==> src/tsfr_pkg.sv <==
package tsfr_pkg;

    // Item operation codes
    typedef enum logic [1:0] {
        OP_TICK  = 2'd0,
        OP_READ  = 2'd1,
        OP_WRITE = 2'd2,
        OP_ACK   = 2'd3
    } t_opcode;

    // Word register indices
    localparam logic [7:0] IDX_STOPWATCH  = 8'd6;
    localparam logic [7:0] IDX_COMM_BASE  = 8'd16;
    localparam logic [7:0] IDX_TIMER      = 8'd24;
    localparam logic [7:0] IDX_IRQ_MASK   = 8'd25;
    localparam logic [7:0] IDX_FONT_COLOR = 8'd38;
    localparam logic [7:0] IDX_FONT_BITS  = 8'd39;
    localparam logic [7:0] IDX_FONT_DATA0 = 8'd40;
    localparam logic [7:0] IDX_FONT_DATA3 = 8'd43;

    // Writable interrupt mask bits and the timer enable bit among them
    localparam logic [15:0] IRQ_MASK_BITS = 16'h007E;
    localparam int          TIMER_IRQ_POS = 3;

    // One input transaction
    typedef struct packed {
        t_opcode     opcode;
        logic [7:0]  reg_index;
        logic [15:0] write_data;
    } t_item;

    // One result transaction
    typedef struct packed {
        logic [15:0] read_data;
        logic        timer_irq;
    } t_result;

endpackage

==> src/tsfr_core.sv <==
module tsfr_core
    import tsfr_pkg::*;
#(
    parameter int COMM_WORDS = 8
) (
    input  logic    i_clk,
    input  logic    i_rst_n,
    input  logic    i_step,
    input  t_item   i_item,
    output t_result o_result
);

    localparam int CW = (COMM_WORDS > 1) ? $clog2(COMM_WORDS) : 1;

    logic [11:0] r_stopwatch, n_stopwatch;
    logic [7:0]  r_reload,    n_reload;
    logic [7:0]  r_count,     n_count;
    logic        r_pending,   n_pending;
    logic [15:0] r_mask,      n_mask;
    logic [7:0]  r_colors,    n_colors;
    logic [15:0] r_pattern,   n_pattern;
    logic [15:0] r_comm [COMM_WORDS];

    logic [7:0]    comm_off;
    logic          comm_hit;
    logic [CW-1:0] comm_sel;
    logic [3:0]    font_bits;
    logic [15:0]   font_word;
    logic [15:0]   rd;
    logic          comm_we;

    // Comm status window decode
    assign comm_off = i_item.reg_index - IDX_COMM_BASE;
    assign comm_hit = (i_item.reg_index >= IDX_COMM_BASE) && (comm_off < 8'(COMM_WORDS));
    assign comm_sel = comm_off[CW-1:0];

    // Font data expansion: data word k takes pattern nibble 3-k
    always_comb begin
        unique case (i_item.reg_index[1:0])
            2'd0: font_bits = r_pattern[15:12];
            2'd1: font_bits = r_pattern[11:8];
            2'd2: font_bits = r_pattern[7:4];
            default: font_bits = r_pattern[3:0];
        endcase
        for (int i = 0; i < 4; i++) begin
            font_word[4*i +: 4] = font_bits[i] ? r_colors[7:4] : r_colors[3:0];
        end
    end

    // Register read mux; fixed registers win over the comm window
    always_comb begin
        priority if (i_item.reg_index == IDX_STOPWATCH) begin
            rd = {4'd0, r_stopwatch};
        end else if (i_item.reg_index == IDX_TIMER) begin
            rd = {8'd0, r_reload};
        end else if (i_item.reg_index == IDX_IRQ_MASK) begin
            rd = r_mask;
        end else if (i_item.reg_index == IDX_FONT_COLOR) begin
            rd = {8'd0, r_colors};
        end else if (i_item.reg_index == IDX_FONT_BITS) begin
            rd = r_pattern;
        end else if (i_item.reg_index >= IDX_FONT_DATA0
                     && i_item.reg_index <= IDX_FONT_DATA3) begin
            rd = font_word;
        end else if (comm_hit) begin
            rd = r_comm[comm_sel];
        end else begin
            rd = 16'd0;
        end
    end

    // Next state for one transaction
    always_comb begin
        n_stopwatch = r_stopwatch;
        n_reload    = r_reload;
        n_count     = r_count;
        n_pending   = r_pending;
        n_mask      = r_mask;
        n_colors    = r_colors;
        n_pattern   = r_pattern;
        comm_we     = 1'b0;
        unique case (i_item.opcode)
            OP_TICK: begin
                n_stopwatch = r_stopwatch + 12'd1;
                if (r_count == 8'd0) begin
                    n_count = r_reload;
                end else begin
                    n_count = r_count - 8'd1;
                    if (r_count == 8'd1) n_pending = 1'b1;
                end
            end
            OP_READ: begin
            end
            OP_WRITE: begin
                priority if (i_item.reg_index == IDX_STOPWATCH) begin
                    n_stopwatch = 12'd0;
                end else if (i_item.reg_index == IDX_TIMER) begin
                    n_reload = i_item.write_data[7:0];
                end else if (i_item.reg_index == IDX_IRQ_MASK) begin
                    n_mask = i_item.write_data & IRQ_MASK_BITS;
                end else if (i_item.reg_index == IDX_FONT_COLOR) begin
                    n_colors = i_item.write_data[7:0];
                end else if (i_item.reg_index == IDX_FONT_BITS) begin
                    n_pattern = i_item.write_data;
                end else if (comm_hit && !(i_item.reg_index >= IDX_FONT_DATA0
                                           && i_item.reg_index <= IDX_FONT_DATA3)) begin
                    comm_we = 1'b1;
                end else begin
                end
            end
            OP_ACK: begin
                n_pending = 1'b0;
            end
            default: begin
            end
        endcase
    end

    // Result reflects the state after this transaction
    assign o_result.read_data = (i_item.opcode == OP_READ) ? rd : 16'd0;
    assign o_result.timer_irq = n_pending & n_mask[TIMER_IRQ_POS];

    // State registers
    always_ff @(posedge i_clk) begin
        if (!i_rst_n) begin
            r_stopwatch <= '0;
            r_reload    <= '0;
            r_count     <= '0;
            r_pending   <= 1'b0;
            r_mask      <= '0;
            r_colors    <= '0;
            r_pattern   <= '0;
            for (int i = 0; i < COMM_WORDS; i++) r_comm[i] <= '0;
        end else if (i_step) begin
            r_stopwatch <= n_stopwatch;
            r_reload    <= n_reload;
            r_count     <= n_count;
            r_pending   <= n_pending;
            r_mask      <= n_mask;
            r_colors    <= n_colors;
            r_pattern   <= n_pattern;
            if (comm_we) r_comm[comm_sel] <= i_item.write_data;
        end
    end

    // Pending only rises on a tick that brings the count from one to zero
    a_pending_rise: assert property (@(posedge i_clk) disable iff (!i_rst_n)
        $rose(r_pending) |-> $past(i_step && i_item.opcode == OP_TICK && r_count == 8'd1))
        else $error("timer pending set without expiry");

    // An acknowledge always leaves pending clear
    a_ack_clears: assert property (@(posedge i_clk) disable iff (!i_rst_n)
        i_step && i_item.opcode == OP_ACK |=> !r_pending)
        else $error("pending survived acknowledge");

    // A zero reload never lets the count leave zero
    a_zero_reload: assert property (@(posedge i_clk) disable iff (!i_rst_n)
        i_step && i_item.opcode == OP_TICK && r_reload == 8'd0 && r_count == 8'd0
        |=> r_count == 8'd0 && r_pending == $past(r_pending))
        else $error("disabled timer moved");

endmodule

==> src/timer_stopwatch_font_registers_unit.sv <==
// Sub-side register slice: timer tick, word read, word write and timer
// acknowledge transactions, one accepted per cycle when the result side does
// not stall. Each transaction passes an input register, then updates the
// register state and is captured in the result register, so throughput is one
// transaction per cycle when the result side does not stall. Every transaction
// yields exactly one result: read data (zero for non-reads) and the timer
// interrupt line as it stands after that transaction.
module timer_stopwatch_font_registers_unit
    import tsfr_pkg::*;
#(
    parameter int COMM_WORDS = 8
) (
    input  logic        i_clk,
    input  logic        i_rst_n,
    input  logic        i_in_valid,
    output logic        o_in_stall,
    input  logic [1:0]  i_opcode,
    input  logic [7:0]  i_reg_index,
    input  logic [15:0] i_write_data,
    output logic        o_out_valid,
    input  logic        i_out_stall,
    output logic [15:0] o_read_data,
    output logic        o_timer_irq
);

    logic    r_in_valid;
    t_item   r_item;
    logic    r_out_valid;
    t_result r_result;
    t_result core_result;
    logic    out_ready;
    logic    step;

    // Pipeline flow control
    assign out_ready  = !r_out_valid || !i_out_stall;
    assign step       = r_in_valid && out_ready;
    assign o_in_stall = r_in_valid && !out_ready;

    // Input register
    always_ff @(posedge i_clk) begin
        if (!i_rst_n) begin
            r_in_valid <= 1'b0;
        end else if (!o_in_stall) begin
            r_in_valid <= i_in_valid;
        end
    end

    always_ff @(posedge i_clk) begin
        if (i_in_valid && !o_in_stall) begin
            r_item.opcode     <= t_opcode'(i_opcode);
            r_item.reg_index  <= i_reg_index;
            r_item.write_data <= i_write_data;
        end
    end

    tsfr_core #(
        .COMM_WORDS(COMM_WORDS)
    ) u_core (
        .i_clk   (i_clk),
        .i_rst_n (i_rst_n),
        .i_step  (step),
        .i_item  (r_item),
        .o_result(core_result)
    );

    // Result register
    always_ff @(posedge i_clk) begin
        if (!i_rst_n) begin
            r_out_valid <= 1'b0;
        end else if (out_ready) begin
            r_out_valid <= r_in_valid;
        end
    end

    always_ff @(posedge i_clk) begin
        if (step) r_result <= core_result;
    end

    assign o_out_valid = r_out_valid;
    assign o_read_data = r_result.read_data;
    assign o_timer_irq = r_result.timer_irq;

    // Input side stalls only while a held transaction cannot move on
    a_stall_cause: assert property (@(posedge i_clk) disable iff (!i_rst_n)
        o_in_stall |-> r_in_valid && r_out_valid && i_out_stall)
        else $error("input stalled without a blocked result");

endmodule
==> config.mk <==
export PLATFORM = sky130hd
export DESIGN_NAME = timer_stopwatch_font_registers_unit
export DESIGN_NICKNAME = d
export VERILOG_FILES = /design/src/tsfr_pkg.sv /design/src/tsfr_core.sv /design/src/timer_stopwatch_font_registers_unit.sv
export SDC_FILE = /design/constraint.sdc
export NUM_CORES = 1
export LEC_CHECK = 0
export BUFFER_PORTS_ARGS = -buffer_cell sky130_fd_sc_hd__buf_2
export CAP_MARGIN = 20
export CORE_MARGIN = 4
export CORE_UTILIZATION = 40
export DETAILED_ROUTE_END_ITERATION = 10
export SYNTH_ARGS = -nofsm -noshare
export SYNTH_HDL_FRONTEND = slang
export SYNTH_SLANG_ARGS = --single-unit
==> constraint.sdc <==
create_clock -name i_clk -period 7 [get_ports i_clk]
set_input_delay 0.35 -clock i_clk [delete_from_list [all_inputs] [get_ports i_clk]]
set_output_delay 0.35 -clock i_clk [all_outputs]
set_load 0.005 [all_outputs]
==> results.tsv <==
stage	metric	value	unit
floorplan	top_level_ports	49	
yosys	postSynth.asyncResetShare	0	%
yosys	avgSynthCellArea	12.8	um2
timing	rsz0062_at_grt	no	
placement	dp_slack	3460	ps
timing	final-max-slew-violation-count	0	
worst_setup_path	crit_chain	a21boi_2 -> buf_4 -> nand3_1 -> or4_1 -> nor3_4 -> nand2b_1	
floorplan	initial_utilization	40.5	%
yosys	number_of_synthesized_register_bits	232	
clock_tree	clk_sink_count	232	
timing	setup_total_neg_slack	0	ps
worst_setup_path	worst-path-max-fanout	27	
worst_setup_path	worst_ep_arrival_time	3480	ps
power_and_ir_drop	vdd.ir_drop.worst	0.194	mV
yosys	yosys_warnings	0	
floorplan	die_area	29900	um2
clock_tree	numCtsBuffers	26	
worst_setup_path	worstSetupStartpointType	register	
layout	final_net_count	949	
route	detail_route.drc_violations	0	
clock_tree	cts.repair.resized	0	
clock_tree	cts_tree	yes	
yosys	post_synth_instance_area	10900	um2
worst_hold_path	worst_min_delay_path_class	in2reg	
timing	worst-slew-pin-transition	1080	ps
layout	area_growth_syn_to_layout	15.2	%
worst_setup_path	end_kind	register	
worst_setup_path	worst_path_largest_cell_delay	730	ps
layout	finalInstanceArea	12500	um2
clock_tree	cts.path.max_buffers	3	
route	via_count	6905	
yosys	synth_enable_flop_cells	171	
clock_tree	cts.htree.levels	1	
global_route	grt_use_total	18.3	%
timing	final_period_minus_worst_setup_slack	3300	ps
route	drt-vias-per-instance	5.42	
route	detail-route-antenna-nets	0	
layout	ant_diodes	0	
global_route	grt_pass1_wl	42700	um
global_route	grt.overflow.total	0	
timing	setup_ws	3700	ps
timing	hold_viol	0	
worst_setup_path	worst_setup_path_category	reg2reg	
placement	gp_routability_congestion	0.901	
worst_setup_path	path_buf_inv	1	
yosys	synth-seq-area-share	58.4	%
global_route	maximum_number_of_pins_on_one_net_before_global_route_repair	50	
timing	achievable-frequency	303	MHz
power_and_ir_drop	fin_total_pwr	3.05	mW
placement	place_hpwl	18200	um
worst_setup_path	required	7180	ps
layout	num-fill-cells	2420	
clock_tree	cts-root-buf	sky130_fd_sc_hd__clkbuf_16	
status	run_status	finished clean	
yosys	postSynthNetCount	889	
power_and_ir_drop	pd_cells	243	nW/um2
route	post_drt_wl_per_cell	21.8	um
timing	clock-skew-final	27.4	ps
yosys	ys_types	63	
route	finalWirelength	27700	um
worst_setup_path	timing.critical_path.max_delay_family	simple AND/OR/NAND/NOR gates	
yosys	postSynth.topFlopCell	sky130_fd_sc_hd__edfxtp_1	
timing	relSlewSlack	28.1	%
layout	drive_above_1_share	18.1	%
run	timing.max_cap.violations	0	
route	detail_route.first_pass.iterations	5	
timing	post_route_fraction_of_the_period_consumed_by_the_critical_path	47.2	%
timing	final_setup_viols	0	
global_route	antenna_found_initial	0	
floorplan	die_y	173	um
worst_setup_path	critical_path.slowest_cell	sky130_fd_sc_hd__or4_1	
floorplan	die_w	173	um
clock_tree	clkLatencyLatePin	550	ps
floorplan	placeableCoreArea	26900	um2
floorplan	row_count	60	
yosys	count_of_mapped_cells_out_of_synthesis	852	
placement	placed_cell_areas	11400	um2
global_route	number_of_global_route_vias_before_repair	6882	
route	first_iter_violations	615	
clock_tree	clkSlewWorstSetupHoldPaths	60	ps
power_and_ir_drop	power.static_leakage	4.29	nW
placement	port_buffers	48	
worst_setup_path	reg2reg_setup_slack	3700	ps
synth_stat cells (10+ instances only):
cell type | number | area share (%)
sky130_fd_sc_hd__a21boi_0 | 13 | 0.90
sky130_fd_sc_hd__nand3_1 | 10 | 0.46
sky130_fd_sc_hd__nor3_1 | 10 | 0.46
sky130_fd_sc_hd__nor2b_1 | 16 | 0.92
sky130_fd_sc_hd__nor2_1 | 42 | 1.4
sky130_fd_sc_hd__clkbuf_1 | 31 | 1.1
sky130_fd_sc_hd__mux4_2 | 36 | 7.5
sky130_fd_sc_hd__mux2i_1 | 44 | 4.0
sky130_fd_sc_hd__buf_2 | 10 | 0.46
sky130_fd_sc_hd__nand2_1 | 65 | 2.2
sky130_fd_sc_hd__dfxtp_1 | 61 | 11
sky130_fd_sc_hd__a21oi_1 | 33 | 1.5
sky130_fd_sc_hd__edfxtp_1 | 171 | 47
sky130_fd_sc_hd__o21ai_0 | 21 | 0.97
sky130_fd_sc_hd__and2_1 | 130 | 7.5
metal layers:
layer	GRT usage, %	share of wire [%]	vias to the layer above
met5	0	0	-
met3	2.49	4.3	51
met1	25.6	45	3416
met4	5.59	3.2	0
li1	-	-	3275
met2	30.0	48	163
placed cells by master (no fill, tap or decap), types with 13 or more instances in the layout:
| cell type | synthesis | layout |
|---|---|---|
| sky130_fd_sc_hd__a21oi_1 | 33 | 33 |
| sky130_fd_sc_hd__a21boi_0 | 13 | 13 |
| sky130_fd_sc_hd__and2_1 | 130 | 130 |
| sky130_fd_sc_hd__nand2_1 | 65 | 65 |
| sky130_fd_sc_hd__nor2_1 | 42 | 42 |
| sky130_fd_sc_hd__edfxtp_1 | 171 | 171 |
| sky130_fd_sc_hd__mux2i_1 | 44 | 44 |
| sky130_fd_sc_hd__dfxtp_1 | 61 | 61 |
| sky130_fd_sc_hd__mux4_2 | 36 | 36 |
| sky130_fd_sc_hd__o21ai_0 | 21 | 15 |
| sky130_fd_sc_hd__dlygate4sd3_1 | 0 | 26 |
| sky130_fd_sc_hd__nor2b_1 | 16 | 15 |
| sky130_fd_sc_hd__clkbuf_16 | 0 | 26 |
| sky130_fd_sc_hd__buf_2 | 10 | 48 |
through the flow:
step | instances | utilization, % | hold slack, ps
2_1_floorplan | 852 | - | 446
3_3_place_gp | 1196 | 42.4 | 459
3_5_place_dp | 1196 | 42.4 | 469
4_1_cts | 1270 | 46.5 | 12.6
5_1_grt | 1273 | 46.6 | 19.0
6_report | 1273 | 46.6 | 28.7
path summary, 6_finish.rpt:
check	start	endpoint	cells after the start
worst max-delay path	r_in_valid$_SDFFE_PN0N_	u_core.r_comm[0][13]$_SDFFCE_PN0P_	6
worst min-delay path	i_in_valid	r_in_valid$_SDFFE_PN0N_	2
worst max register to register	r_in_valid$_SDFFE_PN0N_	u_core.r_comm[0][13]$_SDFFCE_PN0P_	6
worst min register to register	u_core.r_pattern[14]$_SDFFE_PN0P_	u_core.r_pattern[14]$_SDFFE_PN0P_	2
report_power, final:
part	internal, mW	switching (mW)	leakage, nW
combinational	0.0689	0.0960	1.66
sequential	1.51	0.0349	2.23
clock	0.781	0.551	0.407
registers in the layout, indices dropped and copies added (netlist names):
register	cells
u_core.r_reload	8
o_timer_irq	1
r_item	26
u_core.r_pattern	16
u_core.r_colors	8
u_core.r_mask	6
u_core.r_comm	128
u_core.r_count	8
r_in_valid	1
u_core.r_pending	1
o_read_data	16
o_out_valid	1
u_core.r_stopwatch	12
what timing repair did:
action | in CTS | in global routing
buffers inserted | 0 | 0
hold endpoints to repair | 26 | 0
hold buffers | 26 | 0
final cells by class:
cell class	count	area, um2	share of cell area (%)
sequential	232	6360	50.7
multi-input combinational	556	4260	34.0
clock buffer	41	757	6.04
timing repair buffer	87	613	4.89
tap	341	427	3.40
clock inverter	7	86.3	0.689
inverter	9	33.8	0.270
cell families after synthesis:
family,after synthesis,synth area share [%]
AND/OR/NAND/NOR,330,17.6
flip-flops,232,58.4
AO/OA/AOI/OAI,123,7.43
multiplexers,88,12.3
buffers and inverters,64,2.77
XOR/XNOR,8,0.644
adder cells (fa/ha/maj),7,0.805
(Power assumes the default switching activity.)
